`src/sv/sdf_pkg.sv`:
```
// Shared types and constants for the square-drawing framebuffer.
// No dependencies; every other file refers to it by scoped names.
package sdf_pkg;

  localparam int MAX_SIDE    = 256;
  localparam int SIDE_W      = 9;
  localparam int COORD_W     = 8;
  localparam int ADDR_W      = 2 * COORD_W;
  localparam int STORE_DEPTH = MAX_SIDE * MAX_SIDE;
  localparam int QUEUE_DEPTH = 4;
  localparam int QPTR_W      = 2;
  localparam int QCNT_W      = 3;

  localparam logic [1:0] OP_CLEAR = 2'd0;
  localparam logic [1:0] OP_DRAW  = 2'd1;
  localparam logic [1:0] OP_READ  = 2'd2;

  localparam logic [1:0] MODE_OUTLINE = 2'd1;
  localparam logic [1:0] MODE_FILLED  = 2'd2;

  localparam logic [1:0] STATUS_DONE   = 2'd0;
  localparam logic [1:0] STATUS_BOUNDS = 2'd1;
  localparam logic [1:0] STATUS_MODE   = 2'd2;

  localparam logic CFG_IMAGE_SIDE = 1'b0;
  localparam logic CFG_BACKGROUND = 1'b1;

  localparam logic [SIDE_W-1:0] SIDE_RESET = 9'd256;

  typedef struct packed {
    logic [1:0] op;
    logic [7:0] center_x;
    logic [7:0] center_y;
    logic [6:0] half_size;
    logic [7:0] paint_level;
    logic [1:0] fill_mode;
  } sdf_in_t;

  typedef struct packed {
    logic [1:0] status;
    logic [7:0] pixel_level;
  } sdf_out_t;

  typedef enum logic [1:0] {
    JOB_RESULT,
    JOB_PAINT,
    JOB_READ
  } job_kind_t;

  typedef struct packed {
    job_kind_t          kind;
    logic [1:0]         status;
    logic [COORD_W-1:0] x0;
    logic [COORD_W-1:0] y0;
    logic [COORD_W-1:0] x1;
    logic [COORD_W-1:0] y1;
    logic [7:0]         level;
    logic               outline;
  } sdf_job_t;

endpackage

```
`src/sv/sdf_job_fifo.sv`:
```
// Short job queue between the front end and the pixel engine.
// Depends on sdf_pkg for the job type and depth.
module sdf_job_fifo (
  input  logic              clk,
  input  logic              rst_n,
  input  logic              push,
  input  sdf_pkg::sdf_job_t push_job,
  input  logic              pop,
  output logic              full,
  output logic              empty,
  output sdf_pkg::sdf_job_t head
);

  sdf_pkg::sdf_job_t           slots_r [sdf_pkg::QUEUE_DEPTH];
  logic [sdf_pkg::QPTR_W-1:0]  wr_ptr_r;
  logic [sdf_pkg::QPTR_W-1:0]  rd_ptr_r;
  logic [sdf_pkg::QCNT_W-1:0]  count_r;
  logic                        do_push;
  logic                        do_pop;

  assign full    = (count_r == sdf_pkg::QCNT_W'(sdf_pkg::QUEUE_DEPTH));
  assign empty   = (count_r == '0);
  assign do_push = push && !full;
  assign do_pop  = pop && !empty;
  assign head    = slots_r[rd_ptr_r];

  always_ff @(posedge clk) begin
    if (do_push) begin
      slots_r[wr_ptr_r] <= push_job;
    end
  end

  always_ff @(posedge clk) begin
    if (!rst_n) begin
      wr_ptr_r <= '0;
      rd_ptr_r <= '0;
      count_r  <= '0;
    end else begin
      if (do_push) begin
        wr_ptr_r <= wr_ptr_r + 1'b1;
      end
      if (do_pop) begin
        rd_ptr_r <= rd_ptr_r + 1'b1;
      end
      if (do_push && !do_pop) begin
        count_r <= count_r + 1'b1;
      end else if (do_pop && !do_push) begin
        count_r <= count_r - 1'b1;
      end
    end
  end

endmodule

```
`config.mk`:
```
export PLATFORM = sky130hd
export DESIGN_NAME = sdf_job_fifo
export DESIGN_NICKNAME = d
export VERILOG_FILES = /design/src/sv/sdf_pkg.sv /design/src/sv/sdf_job_fifo.sv
export SDC_FILE = /design/constraint.sdc
export NUM_CORES = 1
export LEC_CHECK = 0
export ABC_AREA = 1
export BUFFER_PORTS_ARGS = -buffer_cell sky130_fd_sc_hd__buf_2
export CAP_MARGIN = 20
export CORE_MARGIN = 8
export CORE_UTILIZATION = 57
export DETAILED_ROUTE_END_ITERATION = 8
export HOLD_SLACK_MARGIN = 0.05
export PLACE_DENSITY = 0.79
export SLEW_MARGIN = 20
export SYNTH_ARGS = -nofsm -noshare
export SYNTH_HDL_FRONTEND = slang
export SYNTH_SLANG_ARGS = --single-unit
```
`constraint.sdc`:
```
create_clock -name clk -period 3.3 [get_ports clk]
set_input_delay 0.165 -clock clk [delete_from_list [all_inputs] [get_ports clk]]
set_output_delay 0.165 -clock clk [all_outputs]
set_load 0.05 [all_outputs]
```
==> results of run 1 <==
[area by class of cell]
class,count,share of cell area (%)
flip-flops and latches,189,63.5
multi-input cells,270,15.4
repair buffers,147,11.3
clock buffers,18,4.87
well taps,172,2.44
clock inverters,14,1.62
inverters,18,0.923
diodes,1,0.0284
[kinds of logic after synthesis]
family	Yosys count
DFF	189
AOI/OAI and AO/OA	139
and+or+nand+nor	124
buffers and inverters	46
adders and majority gates	6
xor gates and xnor gates	1
[report_power, final]
group	switching, uW	internal, uW
combinational	1840	545
sequential	185	2920
clock	850	1120
[layer usage]
metal | track usage [%] | wire length, um | up-vias
met4 | 6.70 | 156 | 0
met2 | 30.2 | 7740 | 162
met3 | 5.34 | 1100 | 16
met5 | 0 | 0 | -
met1 | 23.4 | 6390 | 2319
li1 | - | - | 2140
[sequential cells by signal (all words and copies together), names as in the netlist, named ones only]
signal and cells:
slots_r 180, count_r 3, rd_ptr_r 2, wr_ptr_r 2
[cells in the final DEF (no fill, tap or decap), drive strengths merged]
cell	synthesis	final
a21oi	3	3
buf	28	101
bufinv	0	2
clkbuf	0	18
clkinv	1	8
clkinvlp	0	2
dfxtp	9	9
diode	0	1
dlygate4sd3	0	46
edfxtp	180	180
fa	1	1
ha	5	5
inv	17	20
nand2	15	15
nand3	4	4
nand3b	1	1
nor2	104	104
o21ai	91	91
o22ai	45	45
xor2	1	1
[worst max-delay path by stage]
stage | startpoint | endpoint | slack [ns] | cells after the start
global route | flop | head[10] | 0.54 | 4
CTS | flop | head[39] | 0.72 | 4
global placement | count_r[0] | slots_r[1][6] | 1.20 | 5
floorplan | count_r[0] | slots_r[0][0] | 0.31 | 4
detailed placement | count_r[0] | slots_r[1][6] | 1.17 | 5
finish | flop | head[39] | 0.74 | 4
[critical path, stage by stage (launching register included)]
cell and delay [ns]:
dfxtp_4 0.96, inv_12 0.30, o21ai_1 0.25, o22ai_1 0.16
buf_2 0.24
[per-stage QoR]
step	instances	hold WS, ns	instance area [sq um]	utilization (%)
after global placement	750	0.376	7770	61.8
after global routing	828	0.0765	8800	70.1
after detailed placement	750	0.383	7770	61.8
final	829	0.0689	8810	70.1
after floorplan	505	0.264	7300	-
after CTS	828	0.0583	8800	70.1
==> metrics, run 1 <==
first-pass GRT wire length=23.6 mm; PortBufs=95; crit-path max FO=91; Peak VDD IR=0.000748 V; r2r startpoint=count_r[0]; syn nets=560; RSZ-0062 raised after global routing=no; ranking of synthesized cells by area=edfxtp_1, nor2_1, o21ai_1; DRT iter0 DRCs=448; WP data required=3.13 ns; worst path arrival time=2.40 ns; pwr dens=846 nW/um^2; mapped cell area=7300 sq um; Max-Cap Viols=0; remaining antenna violation count=0; setup bufs post-CTS=0; most common cell in the netlist=edfxtp_1; Overall Power=7450 uW; Worst Reg-to-Reg Cells=5; Critical Path End Type=primary output; TritonCTS clock tree=built; cts hold-fix bufs=46; Worst-path clk slew=0.07 ns; mux cell area share after synthesis=0%; reg-to-reg endpoint=slots_r[1][2]; startpoint types=flop; clk_skew=0.00451 ns; nets=698; pin count of the biggest net entering global routing=92; largest family of logic cells by synthesized area=compound AO/OA/AOI/OAI gates; status=completed; num ports=96; CTS buffer count=17; Synth Area in Compound Gates=10.3%; Synth Area in Simple Gates=6.57%; Pleak=0.00316 uW; gr ovfl total=0; syn avg cell area=14.5 sq um; Yosys top cell by area=edfxtp_1; TritonRoute pass-1 iters=7; max_slew headroom=35.4%; initial antenna violation count=0; adder-cell share of the synthesized area=1.13%; top post-synthesis cells by count=edfxtp_1, nor2_1, o21ai_1, o22ai_1, o21ai_0; xor and xnor area share after synthesis=0.120%; Register Area=5590 sq um; Layout area overhead=20.7%; worst hold path class=in2reg; Core Rows=41; Die Span X=129 um; f_max=0.391 GHz; setup TNS=0 ns; post-synth cell types=23; Yosys top cell area share=74.1%; Placeable Area=12600 sq um; die area=16700 sq um; Initial Utilization=58.1%; Detail Placement HPWL=8.80 mm; CTS Buffer Depth=2; Post-CTS Resized=0; minimum clock period=2.56 ns; period utilisation layout=77.6%; Post-synth EDFFs=180; routability cong.=0.716; worst slack, placed=1.17 ns; Reg2Reg Setup Slack=1.19 ns; final setup vio count=0; via count=4637; multi-input combinational cell area=1350 sq um; hold depth=3; Seq/Total Area, Yosys=76.5%; Worst Tran Pin Value=0.968 ns; Global Route Usage Sum=18.6%; final hold violations=0; Ys Warns=0; clock sinks=189; Worst-Skew Late Latency=0.42 ns; post-synthesis register bit count=189; Final WS setup=0.739 ns; Avg Vias per Cell=5.59; Routed WL per cell=18.6 um; layout cells sized above 1=21.6%; Post-Synthesis Cells=505; WS Path Type=reg2out; Async SR Flop Fraction=0%; fillcell total=837; Max Slew Vio Count=0; Most used DFF post-synth=edfxtp_1; vias in the first global route=4648; H-tree levels=4; Die Y=129 um; Residual DRC=0; Clock Root Buffer=clkbuf_16; Hold Startpoint=pop; final WL=15.4 mm
(Power assumes the default switching activity.)
==> run 2: changes to the inputs <==
--- a/config.mk
+++ b/config.mk
@@ -5,14 +5,14 @@
 export SDC_FILE = /design/constraint.sdc
 export NUM_CORES = 1
 export LEC_CHECK = 0
-export ABC_AREA = 1
+export ABC_AREA = 0
 export BUFFER_PORTS_ARGS = -buffer_cell sky130_fd_sc_hd__buf_2
 export CAP_MARGIN = 20
 export CORE_MARGIN = 8
-export CORE_UTILIZATION = 57
+export CORE_UTILIZATION = 51
 export DETAILED_ROUTE_END_ITERATION = 8
 export HOLD_SLACK_MARGIN = 0.05
-export PLACE_DENSITY = 0.79
+export PLACE_DENSITY = 0.75
 export SLEW_MARGIN = 20
 export SYNTH_ARGS = -nofsm -noshare
 export SYNTH_HDL_FRONTEND = slang
==> constraint.sdc (replaced) <==
create_clock -name clk -period 2.1 [get_ports clk]
set_input_delay 0.105 -clock clk [delete_from_list [all_inputs] [get_ports clk]]
set_output_delay 0.105 -clock clk [all_outputs]
set_load 0.05 [all_outputs]
==> metrics, run 2 <==
mux cell area share after synthesis=14.9% (+15 points); top post-synthesis cells by count=edfxtp_1, mux4_2, dfxtp_1, and2_1; Regs by FF count=slots_r: 180 flops, count_r: 3 flops; WP data required=2.45 ns (-0.68 ns); Clock Root Buffer=clkbuf_16; f_max=0.504 GHz; crit-path leading delay family=simple AND/OR/NAND/NOR gates; clock power share=25.9% (-0.5 points); CTS buffer count=17 (unchanged); via count=3345 (-28%); initial antenna violation count=1 (+1); Critical Path, Cell by Cell=nor3b_4, nor2b_2, ha_4, inv_1, fa_2, xor2_1, or3_1, a21boi_1; TritonCTS clock tree=built; Yosys top cell area share=77.0% (+3.0 points); ranking of synthesized cells by area=edfxtp_1, mux4_2, dfxtp_1; fillcell total=931 (+11%); clock sinks=189 (unchanged); Post-Place Cell Area=7840 sq um (+0.85%); post-synthesis register bit count=189 (unchanged); Detail Placement HPWL=7.94 mm (-9.9%); Post-Synthesis Cells=283 (-44%); commonest non-fill, non-tap cell in the layout=edfxtp_1; max_slew headroom=73.6% (+38 points); post-layout util=65.5% (-4.6 points); final setup vio count=0 (unchanged); nets=506 (-28%); most common cell in the netlist=edfxtp_1; Synth Area in Compound Gates=0.481% (-9.8 points); setup TNS=0 ns (unchanged); Routed WL per cell=19.3 um (+4.2%); Global Route Usage Sum=14.7% (-3.9 points); Comb pwr share=33.4% (+1.5 points); Pint=7780 uW (+70%); H-tree levels=4 (unchanged); clk_skew=0.0117 ns (+0.00717 ns); layout cells sized above 1=43.8% (+22 points); Max Slew Vio Count=0 (unchanged); post-synth cell types=24 (+4.3%); Critical Path End Type=flop; max reg flops=180 (unchanged); Core Rows=43 (+4.9%); status=completed; final WL=12.5 mm (-19%); Avg Vias per Cell=5.19 (-7.3%); Seq/Total Area, Yosys=79.6% (+3.1 points); num ports=96 (unchanged); Initial Utilization=51.4% (-6.7 points); remaining antenna violation count=0 (unchanged); Pleak=0.00310 uW (-2.1%); CP max stage delay=0.36 ns (-0.60 ns); worst path arrival time=2.33 ns (-0.07 ns); worst path bufs/invs=1 (-1); period utilisation layout=94.5%; CP max-delay cell=dfxtp_2; Die Y=133 um (+3.2%); vias in the first global route=3648 (-22%); CTS Buffer Depth=2 (unchanged); P_sw=3980 uW (+39%); crit-path max FO=6 (-93%); switch share=33.8% (-4.7 points); Worst-Skew Late Latency=0.42 ns (about the same); Ys Warns=0 (unchanged); WS Path Type=reg2reg; pin count of the biggest net entering global routing=34 (-63%); Peak VDD IR=0.000724 V (-3.2%); Async SR Flop Fraction=0% (unchanged); Die Span X=133 um (+3.2%); syn avg cell area=24.8 sq um (+72%); Layout area overhead=27.5%; pwr dens=1310 nW/um^2 (+55%); xor and xnor area share after synthesis=0.499% (+0.38 points); Placeable Area=13700 sq um (+8.7%); worst hold path class=in2reg; RSZ-0062 raised after global routing=no; gr ovfl total=0 (unchanged); Worst Tran Pin Value=0.396 ns (-0.573 ns); TritonRoute pass-1 iters=4 (-3); Most used DFF post-synth=edfxtp_1; startpoint types=flop; DRT iter0 DRCs=187 (-58%); Seq pwr share=40.7% (-1.0 points); mapped cell area=7020 sq um (-3.8%); largest family of logic cells by synthesized area=multiplexers; PortBufs=95 (unchanged); Yosys top cell by area=edfxtp_1; Worst-path clk slew=0.07 ns (about the same); Residual DRC=0 (unchanged); die area=17800 sq um (+6.5%); syn nets=338 (-40%); Max-Cap Viols=0 (unchanged); adder-cell share of the synthesized area=1.18% (+0.045 points); first-pass GRT wire length=19.7 mm (-17%); minimum clock period=1.98 ns; final instance area=8950 sq um (+1.6%); routability cong.=0.735 (+2.7%); Synth Area in Simple Gates=1.44% (-5.1 points); Post-synth EDFFs=180 (unchanged); commonest non-fill, non-tap cells in the layout=edfxtp_1, buf_2, dlygate4sd3_1, mux4_2, clkbuf_16; Biggest register=slots_r; final hold violations=0 (unchanged)
-- run 2: changes by cell type after synthesis, moves of 6 or more --
cell / previous run / this run
nor2_1: 104 / 0
mux4_2: 0 / 45
o21ai_1: 60 / 0
o22ai_1: 45 / 0
inv_1: 15 / 3
buf_6: 7 / 1
o21ai_0: 31 / 1
nand2_1: 13 / 4
and2_1: 0 / 8
-- run 2: area by class of cell --
class / instances / area [sq um] / area share [%]
well taps: 180 / 225 / 2.52
diodes: 1 / 2.50 / 0.0280
clock inverters: 7 / 43.8 / 0.490
multi-input cells: 79 / 1330 / 14.9
flip-flops and latches: 189 / 5600 / 62.6
inverters: 3 / 11.3 / 0.126
clock buffers: 25 / 539 / 6.03
repair buffers: 161 / 1190 / 13.3
-- run 2: per-stage QoR --
stage | hold slack [ns] | std cells | worst slack (ns) | power [uW]
global route | 0.153 | 645 | 0.0457 | 12200
finish | 0.149 | 645 | 0.117 | 11800
floorplan | 0.204 | 283 | 0.000600 | 7840
detailed placement | 0.323 | 562 | 0.0547 | 8670
CTS | 0.134 | 640 | 0.000846 | 11800
global placement | 0.315 | 562 | 0.186 | 8600
-- run 2: path summary, 6_finish.rpt --
check | start | end | slack (ns) | depth (start not counted)
setup reg to reg | count_r[2] | count_r[2] | 0.12 | 8
setup / recovery | count_r[2] | count_r[2] | 0.12 | 8
hold / removal | pop | flop | 0.15 | 4
hold reg to reg | wr_ptr_r[0] | wr_ptr_r[0] | 0.51 | 2
-- run 2: what timing repair did --
item	4_1_cts	5_1_grt
gates resized for setup	5	3
hold buffers	46	0
endpoints found under the hold margin	189	0
pin swaps	0	0
cloned	0	0
setup buffers	0	4
setup endpoints to repair	5	24
-- run 2: cells by family (layout without fill, tap and decap cells) --
| logic type | after synthesis | count (layout) |
|---|---|---|
| and+or+nand+nor | 17 | 17 |
| muxes | 48 | 48 |
| adders and majority gates | 6 | 6 |
| AOI/OAI and AO/OA | 4 | 4 |
| other | 0 | 1 |
| DFF | 189 | 189 |
| buffers and inverters | 15 | 196 |
| xor gates and xnor gates | 4 | 4 |
-- run 2: power by group through the flow --
stage / Combinational (uW) / Clock [uW] / Sequential (uW)
6_report: 3930 / 3050 / 4780
5_1_grt: 4140 / 3260 / 4820
4_1_cts: 3900 / 3120 / 4800
3_5_place_dp: 3790 / 0 / 4880
3_3_place_gp: 3750 / 0 / 4850
2_1_floorplan: 3070 / 0 / 4760
-- run 2: worst reg2reg max path, cell delays in order (launching register included) --
cell and delay [ns]:
dfxtp_2 0.36, nor3b_4 0.16, nor2b_2 0.22, ha_4 0.18, inv_1 0.05, fa_2 0.33, xor2_1 0.17, or3_1 0.32
a21boi_1 0.13
-- run 2: per-layer routing --
layer	GRT usage, %	wire [um]
met1	17.1	4980
met2	24.4	6570
met3	4.48	663
met4	7.11	255
met5	0	0
