**config.mk**
```make
export PLATFORM = sky130hd
export DESIGN_NAME = sdf_front
export DESIGN_NICKNAME = d
export VERILOG_FILES = /design/src/sv/sdf_pkg.sv /design/src/sv/sdf_front.sv
export SDC_FILE = /design/constraint.sdc
export NUM_CORES = 1
export LEC_CHECK = 0
export ABC_AREA = 1
export BUFFER_PORTS_ARGS = -buffer_cell sky130_fd_sc_hd__buf_4
export CORE_MARGIN = 10
export CORE_UTILIZATION = 50
export DETAILED_ROUTE_END_ITERATION = 7
export GPL_ROUTABILITY_DRIVEN = 0
export GPL_TIMING_DRIVEN = 0
export MAX_ROUTING_LAYER = met4
export PLACE_DENSITY = 0.87
export SYNTH_ARGS = -nofsm -noshare
export SYNTH_HDL_FRONTEND = slang
export SYNTH_SLANG_ARGS = --single-unit
```
**constraint.sdc**
```tcl
create_clock -name clk -period 4.1 [get_ports clk]
set_input_delay 0 -clock clk [delete_from_list [all_inputs] [get_ports clk]]
set_output_delay 0 -clock clk [all_outputs]
set_load 0.01 [all_outputs]
```
**src/sv/sdf_pkg.sv**
```systemverilog
// Shared types and constants for the square-drawing framebuffer.
// No dependencies; every other file refers to it by scoped names.
package sdf_pkg;

  localparam int MAX_SIDE    = 256;
  localparam int SIDE_W      = 9;
  localparam int COORD_W     = 8;
  localparam int ADDR_W      = 2 * COORD_W;
  localparam int STORE_DEPTH = MAX_SIDE * MAX_SIDE;
  localparam int QUEUE_DEPTH = 4;
  localparam int QPTR_W      = 2;
  localparam int QCNT_W      = 3;

  localparam logic [1:0] OP_CLEAR = 2'd0;
  localparam logic [1:0] OP_DRAW  = 2'd1;
  localparam logic [1:0] OP_READ  = 2'd2;

  localparam logic [1:0] MODE_OUTLINE = 2'd1;
  localparam logic [1:0] MODE_FILLED  = 2'd2;

  localparam logic [1:0] STATUS_DONE   = 2'd0;
  localparam logic [1:0] STATUS_BOUNDS = 2'd1;
  localparam logic [1:0] STATUS_MODE   = 2'd2;

  localparam logic CFG_IMAGE_SIDE = 1'b0;
  localparam logic CFG_BACKGROUND = 1'b1;

  localparam logic [SIDE_W-1:0] SIDE_RESET = 9'd256;

  typedef struct packed {
    logic [1:0] op;
    logic [7:0] center_x;
    logic [7:0] center_y;
    logic [6:0] half_size;
    logic [7:0] paint_level;
    logic [1:0] fill_mode;
  } sdf_in_t;

  typedef struct packed {
    logic [1:0] status;
    logic [7:0] pixel_level;
  } sdf_out_t;

  typedef enum logic [1:0] {
    JOB_RESULT,
    JOB_PAINT,
    JOB_READ
  } job_kind_t;

  typedef struct packed {
    job_kind_t          kind;
    logic [1:0]         status;
    logic [COORD_W-1:0] x0;
    logic [COORD_W-1:0] y0;
    logic [COORD_W-1:0] x1;
    logic [COORD_W-1:0] y1;
    logic [7:0]         level;
    logic               outline;
  } sdf_job_t;

endpackage

```
**src/sv/sdf_front.sv**
```systemverilog
// Front end: configuration registers, item acceptance and classification.
// Turns each item into a job for the queue; depends on sdf_pkg.
module sdf_front (
  input  logic               clk,
  input  logic               rst_n,
  input  logic               cfg_valid,
  input  logic               cfg_index,
  input  logic [8:0]         cfg_data,
  input  logic               in_valid,
  input  sdf_pkg::sdf_in_t   in_item,
  input  logic               queue_full,
  output logic               push,
  output sdf_pkg::sdf_job_t  job
);

  logic [sdf_pkg::SIDE_W-1:0] image_side_r;
  logic [7:0]                 background_r;
  logic [sdf_pkg::SIDE_W-1:0] side;
  logic [sdf_pkg::SIDE_W-1:0] sum_x;
  logic [sdf_pkg::SIDE_W-1:0] sum_y;
  logic                       fits;
  logic                       mode_ok;

  always_ff @(posedge clk) begin
    if (!rst_n) begin
      image_side_r <= sdf_pkg::SIDE_RESET;
      background_r <= 8'd0;
    end else if (cfg_valid) begin
      if (cfg_index == sdf_pkg::CFG_IMAGE_SIDE) begin
        image_side_r <= cfg_data;
      end else begin
        background_r <= cfg_data[7:0];
      end
    end
  end

  assign push = in_valid && !queue_full;

  always_comb begin
    if (image_side_r == '0) begin
      side = sdf_pkg::SIDE_W'(1);
    end else if (image_side_r > sdf_pkg::SIDE_W'(sdf_pkg::MAX_SIDE)) begin
      side = sdf_pkg::SIDE_W'(sdf_pkg::MAX_SIDE);
    end else begin
      side = image_side_r;
    end

    sum_x   = {1'b0, in_item.center_x} + {2'b00, in_item.half_size};
    sum_y   = {1'b0, in_item.center_y} + {2'b00, in_item.half_size};
    fits    = (in_item.center_x >= {1'b0, in_item.half_size})
           && (in_item.center_y >= {1'b0, in_item.half_size})
           && (sum_x < side) && (sum_y < side);
    mode_ok = (in_item.fill_mode == sdf_pkg::MODE_OUTLINE)
           || (in_item.fill_mode == sdf_pkg::MODE_FILLED);

    job         = '0;
    job.kind    = sdf_pkg::JOB_RESULT;
    job.status  = sdf_pkg::STATUS_DONE;
    job.x0      = in_item.center_x - {1'b0, in_item.half_size};
    job.y0      = in_item.center_y - {1'b0, in_item.half_size};
    job.x1      = sum_x[sdf_pkg::COORD_W-1:0];
    job.y1      = sum_y[sdf_pkg::COORD_W-1:0];
    job.level   = in_item.paint_level;
    job.outline = (in_item.fill_mode == sdf_pkg::MODE_OUTLINE);

    case (in_item.op)
      sdf_pkg::OP_CLEAR: begin
        job.kind    = sdf_pkg::JOB_PAINT;
        job.x0      = '0;
        job.y0      = '0;
        job.x1      = side[sdf_pkg::COORD_W-1:0] - 8'd1;
        job.y1      = side[sdf_pkg::COORD_W-1:0] - 8'd1;
        job.level   = background_r;
        job.outline = 1'b0;
      end
      sdf_pkg::OP_DRAW: begin
        if (!fits) begin
          job.status = sdf_pkg::STATUS_BOUNDS;
        end else if (!mode_ok) begin
          job.status = sdf_pkg::STATUS_MODE;
        end else begin
          job.kind = sdf_pkg::JOB_PAINT;
        end
      end
      sdf_pkg::OP_READ: begin
        job.x0 = in_item.center_x;
        job.y0 = in_item.center_y;
        if (({1'b0, in_item.center_x} < side) && ({1'b0, in_item.center_y} < side)) begin
          job.kind = sdf_pkg::JOB_READ;
        end else begin
          job.status = sdf_pkg::STATUS_BOUNDS;
        end
      end
      default: begin
        job.kind = sdf_pkg::JOB_RESULT;
      end
    endcase
  end

endmodule

```
==> flow_metrics.py, run 1 <==
metrics = {
    "final_layout": {
        "drive_gt1_share_pct": 19.3,
        "layout.nets": 739,
        "design_area_mm2": 0.00415,
        "insertedDiodeCount": 0,
        "fin_cells": 699,
        "final_util_pct": 65.8,
        "regArea_um2": 340,
        "multi_input_area_mm2": 0.00259,
        "syn_to_final_growth_pct": 28.6,
        "n_fill_cell": 581,
    },
    "pwr": {
        "p_leak_nw": 2.24,
        "p_per_area_mw_per_mm2": 222,
        "irDropWorstVdd_uv": 220,
        "power_mw": 0.922,
    },
    "grt": {
        "grt_pass1_wl_mm": 17.5,
        "antenna_found_initial": 0,
        "grt_use_total_pct": 21.1,
        "grt_pass1_vias": 3820,
        "grt.overflow.total": 0,
        "grt_max_degree": 12,
    },
    "floorplanning": {
        "io_pins": 96,
        "die_h_um": 100,
        "fp.dieW_um": 100,
        "rows": 29,
        "fp.dieArea_mm2": 0.0101,
        "initial_utilization_pct": 51.1,
        "core_area_mm2": 0.00631,
    },
    "worst_setup_path": {
        "slowest_stage": "fa_1",
        "worstPathArrival_ns": 3.22,
        "cpPeakStageDelay_ns": 0.43,
        "worst-path-buf-inv": 3,
        "cp-end-kind": "output pin",
        "cp.required_ns": 4.10,
        "crit_chain": "buf_4, ha_1, fa_1, a21oi_1, o21ai_0, a21oi_1, o21bai_1, xor2_1, inv_1, ha_1, a21oi_1, nor2_1, a211oi_1, nand3_2, nor2_1, nand3_1, a21oi_1, buf_4",
        "critical_path_class": "in2out",
        "critical_path.most_common_cell": "a21oi_1",
        "critPathTopFamily": "compound AO/OA/AOI/OAI gates",
        "crit_fanout": 4,
        "start_kind": "input port",
    },
    "synthesis": {
        "yosysWarnings": 0,
        "syn_area_mm2": 0.00323,
        "synth_top_cell_by_area": "ha_1",
        "synthCells": 516,
        "avgSynthCellArea_um2": 6.26,
        "ys_ff_latch": 17,
        "netlist_top_cells_area": "ha_1 (24%), nand2_1 (13%), dfxtp_1 (11%), o21ai_0 (8.5%), nor2_1 (7.6%)",
        "synth_cell_type_count": 38,
        "synth.top_cell.area_share_pct": 24.0,
        "syn_nets": 632,
        "ys_seq_area_share_pct": 10.5,
    },
    "clocking": {
        "max-clock-path-buffers": 2,
        "htree_levels": 1,
        "cts_tree": "built",
        "clock-root-buffer": "clkbuf_8",
        "postCtsHoldBufs": 7,
        "cts.reportedPaths.clkPinSlew_ns": 0.07,
        "numCtsBuffers": 3,
        "cts.sinks": 17,
        "clock_latency_ns": 0.25,
        "cts_setup_buffers": 0,
        "ctsResizeCount": 0,
    },
    "sta": {
        "max_slew_margin_pct": 33.8,
        "fin_ws_ns": 0.881,
        "fmax_mhz": 311,
        "finClkSkew_ns": 0,
        "period_needed_ns": 3.22,
        "rsz0062_at_grt": "false",
        "setup_tns_ns": 0,
        "hold_ws_ns": 0.00517,
        "worst_slew_pin_slew_ns": 0.983,
        "setup_viol": 0,
        "hold_viol": 0,
        "fin_crit_sh_pct": 78.5,
        "drv_slew": 0,
    },
    "drt": {
        "via_count": 3940,
        "wl_per_cell_um": 15.6,
        "drc": 0,
        "firstDrtPassIters": 5,
        "drt_wl_total_mm": 10.9,
        "drt-initial-drc-count": 279,
        "antenna_left": 0,
        "post_drt_via_cell_ratio": 5.64,
    },
    "worst_hold_path": {
        "worstHoldPathType": "in2reg",
    },
    "placed_design": {
        "dpl.cell_count": 688,
        "placed_area_mm2": 0.00404,
        "dp_hpwl_mm": 9.09,
        "port_buffers": 95,
        "dpl_worst_slack_ns": 0.953,
    },
    "outcome": {
        "status": "complete, no violations",
    },
    "job": {
        "cap_violations": 0,
    },
}
## cells in the final DEF, fill, tap and decap left out, types with 16 or more instances in the layout
cell type,count
dfxtp_1,17
inv_1,62
nor2_1,65
xor2_1,16
nand3_1,16
buf_4,96
o21ai_0,55
ha_1,62
nand2_1,113
a21oi_1,35
## metal layers
| layer | part of all wire [%] | up-vias | track usage (%) |
|---|---|---|---|
| li1 | - | 1924 | - |
| met1 | 42 | 1776 | 25.1 |
| met2 | 47 | 206 | 35.3 |
| met3 | 8.8 | 34 | 3.50 |
| met4 | 2.5 | 0 | 7.07 |
| met5 | 0 | - | - |
## path summary, 6_finish.rpt
kind | cells past startpoint | slack, ns | to | startpoint
setup / recovery | 18 | 0.88 | job[43] | in_item[10]
hold / removal | 3 | 0.005 | background_r[5] | cfg_data[5]
hold reg to reg | 2 | 0.49 | background_r[0] | background_r[0]
setup reg to reg | 3 | 3.19 | image_side_r[8] | image_side_r[8]
## state kept, by name, indices dropped and copies added, names as in the netlist
name,count
background_r,8
image_side_r,9
## power breakdown
group / switching [mW] / internal [mW]
clock: 0.0581 / 0.0691
combinational: 0.353 / 0.259
sequential: 0.00680 / 0.176
## layout make-up
cell class | instances | share of cell area, %
Inverter | 66 | 5.96
Multi-Input combinational cell | 422 | 62.3
Buffer | 11 | 1.23
Tap cell | 77 | 2.32
Clock buffer | 4 | 1.08
Timing Repair Buffer | 102 | 18.9
Sequential cell | 17 | 8.19
## cells in the mapped netlist, drive strengths merged
cell / instances
nand4: 6
nor3: 4
xor2: 16
dfxtp: 17
o211ai: 1
o311ai: 2
a32o: 1
o22ai: 4
a22o: 2
xnor2: 2
o31ai: 1
fa: 4
a211oi: 4
buf: 5
nand2: 117
clkbuf: 6
nor2: 70
o21bai: 5
clkinv: 1
nor4: 2
a31oi: 2
or2: 1
a21oi: 35
inv: 65
nand3: 18
ha: 62
a21o: 3
a221oi: 2
o21ai: 58
## kinds of logic after synthesis
logic type	share of synthesized area, %
AOI/OAI and AO/OA	20.8
xor gates and xnor gates	4.88
adders and majority gates	26.5
buffers and inverters	9.26
DFF	10.5
and+or+nand+nor	28.1
## worst reg2reg max path, delay by kind of cell (launching register included)
family,cells,cell delay [ns]
buffers and inverters,2,0.36
flip-flops,1,0.31
AO/OA/AOI/OAI,1,0.12
No activity file was read; power rests on OpenSTA's default activity.
==> run 2: changes to the inputs <==
CORE_UTILIZATION = 48   (was 50)
clock period = 2.8 ns   (was 4.1 ns; I/O delays follow)
==> flow_metrics.py, run 2 (synthesis results as in run 1) <==
metrics = {
    "worst_hold_path": {
        "worstHoldPathType": "in2reg",
    },
    "drt": {
        "post_drt_via_cell_ratio": 5.54,
        "drc": 0,
        "via_count": 3943,
        "drt-initial-drc-count": 286,
        "wl_per_cell_um": 15.7,
        "antenna_left": 0,
        "firstDrtPassIters": 5,
        "drt_wl_total_mm": 11.2,
    },
    "worst_setup_path": {
        "critPathTopFamily": "compound AO/OA/AOI/OAI gates",
        "crit_chain": "buf_4, ha_4, fa_2, a21oi_4, o21ai_2, a21oi_2, o21bai_2, a21oi_2, nor2_1, ha_1, nand2_2, nor2_1, a211oi_2, nand3_2, nor3_2, o21ai_0, buf_4",
        "worstPathArrival_ns": 2.78,
        "critical_path_class": "in2out",
        "worst-path-buf-inv": 2,
        "start_kind": "input port",
        "cp-end-kind": "output pin",
        "cp.required_ns": 2.80,
        "crit_fanout": 4,
        "cpPeakStageDelay_ns": 0.38,
        "slowest_stage": "fa_2",
    },
    "floorplanning": {
        "fp.dieArea_mm2": 0.0104,
        "core_area_mm2": 0.00646,
        "io_pins": 96,
        "initial_utilization_pct": 50.0,
        "rows": 29,
        "die_h_um": 102,
        "fp.dieW_um": 102,
    },
    "grt": {
        "grt_use_total_pct": 20.4,
        "antenna_found_initial": 0,
        "grt_pass1_wl_mm": 17.2,
        "grt_pass1_vias": 3740,
        "grt_max_degree": 12,
        "grt.overflow.total": 0,
    },
    "clocking": {
        "clock-root-buffer": "clkbuf_8",
        "cts.reportedPaths.clkPinSlew_ns": 0.06,
        "htree_levels": 1,
        "clock_latency_ns": 0.25,
        "cts.sinks": 17,
        "max-clock-path-buffers": 2,
        "cts_tree": "built",
        "numCtsBuffers": 3,
    },
    "pwr": {
        "irDropWorstVdd_uv": 262,
        "p_leak_nw": 2.33,
        "p_per_area_mw_per_mm2": 328,
    },
    "final_layout": {
        "fin_cells": 712,
        "layout.nets": 752,
        "final_cell_mix": "nand2_1 (112), buf_4 (108), nor2_1 (63), inv_1 (58), ha_1 (56)",
        "largestRegisters": "image_side_r: 9 flops, background_r: 8 flops",
        "drive_gt1_share_pct": 26.5,
        "top_register": "image_side_r",
        "largest_reg_flops": 9,
        "syn_to_final_growth_pct": 37.1,
        "final_common_cell": "nand2_1",
        "insertedDiodeCount": 0,
    },
    "sta": {
        "setup_viol": 0,
        "rsz0062_at_grt": "true",
        "worst_slew_pin_slew_ns": 0.723,
        "drv_slew": 0,
        "fin_crit_sh_pct": 99.2,
        "hold_ws_ns": -0.00415,
        "fmax_mhz": 360,
        "max_slew_margin_pct": 51.4,
        "hold_viol": 1,
        "finClkSkew_ns": 0,
        "period_needed_ns": 2.78,
    },
    "job": {
        "cap_violations": 0,
    },
    "placed_design": {
        "dp_hpwl_mm": 8.87,
        "dpl.cell_count": 688,
        "port_buffers": 95,
    },
    "outcome": {
        "violations": "hold timing",
        "status": "complete, but fails checks",
    },
}
-- run 2: routing by layer --
metal / part of all wire, % / up-vias / track usage, %
li1: - / 1954 / -
met4: 1.6 / 0 / 4.23
met3: 6.8 / 21 / 2.23
met2: 50 / 165 / 35.2
met5: 0 / - / -
met1: 42 / 1803 / 25.1
-- run 2: timing repair --
| action | in CTS | in global routing |
|---|---|---|
| hold buffers | 7 | 0 |
| endpoints found under the setup margin | 3 | 4 |
| gates resized for setup | 10 | 36 |
| pin swaps | 4 | 21 |
| endpoints found under the hold margin | 7 | 0 |
| buffers inserted | 1 | 12 |
-- run 2: where the power goes --
group | total (mW) | internal, mW | leakage, nW | switching [mW]
sequential | 0.268 | 0.258 | 0.140 | 0.00970
combinational | 1.00 | 0.442 | 2.16 | 0.558
clock | 0.184 | 0.0989 | 0.0255 | 0.0854
total | 1.45 | 0.799 | 2.33 | 0.653
-- run 2: path summary, 6_finish.rpt --
path	slack [ns]	end	depth (start not counted)	start
setup reg to reg	1.85	image_side_r[8]	3	image_side_r[8]
hold / removal	-0.004	image_side_r[3]	3	cfg_data[3]
setup / recovery	0.02	job[41]	17	in_item[10]
hold reg to reg	0.49	background_r[5]	2	background_r[5]
-- run 2: metrics by stage --
step	TNS [ns]	total power [mW]	cell area (um2)	setup slack [ns]	util [%]
after floorplan	0	0.789	3230	0.356	-
after global placement	-0.534	1.12	4040	-0.194	62.5
after detailed placement	-0.660	1.14	4040	-0.234	62.5
after CTS	0	1.35	4190	0.00824	64.9
after global routing	-0.394	1.57	4430	-0.186	68.5
final	0	1.45	4430	0.0216	68.5
-- run 2: worst reg2reg max path, stage by stage (launching register included) --
cell and delay, ns:
dfxtp_1 0.31, inv_2 0.13, buf_2 0.26, o211ai_1 0.12
-- run 2: final cells by class --
type	instances	area (um2)
inverters	66	250
plain buffers	11	51.3
well taps	77	96.3
fillers	528	2030
multi-input cells	422	2760
flip-flops and latches	17	340
clock buffers	3	41.3
clock inverters	1	5.00
repair buffers	115	885
==> run 3: changes to the inputs <==
BUFFER_PORTS_ARGS = not set   (was -buffer_cell sky130_fd_sc_hd__buf_4)
CORE_UTILIZATION = 50   (was 48)
CTS_BUF_LIST = sky130_fd_sc_hd__clkbuf_16   (was not set)
DONT_BUFFER_PORTS = 1   (was not set)
PLACE_DENSITY = 0.77   (was 0.87)
==> flow_metrics.py, run 3 (synthesis results as in run 1) <==
metrics = {
    "final_layout": {
        "syn_to_final_growth_pct": 11.9,
        "largest_reg_flops": 9,
        "final_util_pct": 57.3,
        "final_common_cell": "nand2_1",
        "drive_gt1_share_pct": 8.44,
        "n_fill_cell": 598,
        "final_cell_mix": "nand2_1 (113), nor2_1 (64), inv_1 (63), ha_1 (60), o21ai_0 (51)",
        "layout.nets": 650,
        "design_area_mm2": 0.00361,
        "largestRegisters": "image_side_r: 9 flops, background_r: 8 flops",
        "fin_cells": 611,
        "top_register": "image_side_r",
    },
    "sta": {
        "period_needed_ns": 2.72,
        "worst_slew_pin_slew_ns": 0.675,
        "max_slew_margin_pct": 54.6,
        "fin_crit_sh_pct": 97.0,
        "rsz0062_at_grt": "true",
        "fmax_mhz": 368,
        "drv_slew": 0,
        "finClkSkew_ns": 0,
        "setup_viol": 0,
        "hold_viol": 0,
    },
    "worst_setup_path": {
        "crit_fanout": 4,
        "critical_path_class": "in2out",
        "cp.required_ns": 2.80,
        "rrSetupSlack_ns": 1.85,
        "start_kind": "input port",
        "worstPathArrival_ns": 2.72,
        "cp-end-kind": "output pin",
    },
    "pwr": {
        "irDropWorstVdd_uv": 455,
        "p_leak_nw": 1.83,
        "p_per_area_mw_per_mm2": 356,
    },
    "clocking": {
        "cts.sinks": 17,
        "cts_tree": "built",
        "clock-root-buffer": "clkbuf_16",
        "numCtsBuffers": 3,
        "cts.reportedPaths.clkPinSlew_ns": 0.05,
        "htree_levels": 1,
        "max-clock-path-buffers": 2,
        "clock_latency_ns": 0.24,
    },
    "floorplanning": {
        "initial_utilization_pct": 51.1,
        "fp.dieArea_mm2": 0.0101,
        "rows": 29,
        "io_pins": 96,
        "core_area_mm2": 0.00631,
        "die_h_um": 100,
        "fp.dieW_um": 100,
    },
    "grt": {
        "use_met1_pct": 25.3,
        "grtUsageMet2_pct": 31.8,
        "top_usage_layer": "met2",
        "antenna_found_initial": 0,
        "use_met3_pct": 4.53,
        "grt_pass1_wl_mm": 16.4,
        "grt_max_degree": 12,
        "grt_pass1_vias": 3357,
        "grt.overflow.total": 0,
        "grt_use_total_pct": 20.0,
    },
    "outcome": {
        "status": "complete, no violations",
    },
    "drt": {
        "drc": 0,
        "drt_wl_total_mm": 10.7,
        "post_drt_via_cell_ratio": 5.88,
        "firstDrtPassIters": 5,
        "via_count": 3590,
        "wl_per_cell_um": 17.5,
        "antenna_left": 0,
        "drt-initial-drc-count": 360,
    },
    "worst_hold_path": {
        "worstHoldPathType": "in2reg",
    },
    "placed_design": {
        "port_buffers": 0,
        "dp_hpwl_mm": 8.59,
        "dpl.cell_count": 593,
        "placed_area_mm2": 0.00333,
    },
    "job": {
        "cap_violations": 0,
    },
}
==> run 3: cell count changes in the layout (fill, tap and decap cells not counted), moves of 3 or more <==
| cell | change |
|---|---|
| clkbuf_16 | +3 |
| inv_2 | -3 |
| buf_4 | -105 |
| clkbuf_8 | -3 |
| ha_1 | +4 |
| dlygate4sd3_1 | +4 |
| inv_1 | +5 |
| ha_4 | -3 |
==> run 3: routing by layer <==
metal,vias up,routed length [um]
met5,-,0
met3,22,1080
met1,1649,4510
li1,1741,-
met4,0,230
met2,178,4880
==> run 3: path summary, 6_finish.rpt <==
| path | endpoint | start | cells past startpoint |
|---|---|---|---|
| worst min register to register | background_r[3] | background_r[3] | 2 |
| worst max-delay path | job[42] | in_item[10] | 16 |
| worst max register to register | image_side_r[8] | image_side_r[8] | 3 |
| worst min-delay path | image_side_r[8] | cfg_index | 2 |
==> run 3: critical path, stage by stage <==
cell and delay, ns:
ha_1 0.22, fa_2 0.41, a21oi_4 0.19, o21ai_2 0.10, a21oi_2 0.15, o21bai_1 0.11
a21oi_1 0.15, nor2_1 0.07, ha_1 0.30, nand2_1 0.12, nor2_1 0.07, a211oi_2 0.24
nand3_2 0.11, nor3_2 0.22, nand2_1 0.09, nor2_2 0.16
==> run 3: timing repair <==
item / CTS / global route
pin swaps: 0 / 9
hold buffers: 11 / 0
gates resized for setup: 6 / 17
endpoints found under the hold margin: 17 / 0
buffers inserted: 0 / 2
endpoints found under the setup margin: 4 / 4
==> run 3: cell type report <==
type | count | area [um2] | share of cell area [%]
tap | 77 | 96.3 | 2.67
timing repair buffer | 13 | 125 | 3.46
sequential | 17 | 340 | 9.42
buffer | 11 | 51.3 | 1.42
multi-input combinational | 422 | 2670 | 73.9
inverter | 66 | 248 | 6.85
clock buffer | 3 | 75.1 | 2.08
clock inverter | 1 | 3.75 | 0.104
antenna | 1 | 2.50 | 0.0692
==> run 3: through the flow <==
| stage | setup slack (ns) | TNS [ns] | hold WS (ns) | power, mW |
|---|---|---|---|---|
| after floorplan | 0.356 | 0 | 0.0475 | 0.789 |
| after CTS | 0.0366 | 0 | 0.00795 | 1.24 |
| after detailed placement | -0.209 | -0.508 | 0.0539 | 0.942 |
| after global placement | -0.0986 | -0.194 | 0.0555 | 0.919 |
| after global routing | -0.0555 | -0.0774 | 0.0213 | 1.39 |
| final | 0.0845 | 0 | 0.00154 | 1.29 |
==> run 3: where the power goes <==
| group | switching, mW | total (mW) | internal (mW) | leakage, nW |
|---|---|---|---|---|
| Sequential | 0.00987 | 0.269 | 0.259 | 0.140 |
| Clock | 0.0894 | 0.279 | 0.189 | 0.0423 |
| Combinational | 0.480 | 0.738 | 0.259 | 1.65 |
| Total | 0.579 | 1.29 | 0.707 | 1.83 |
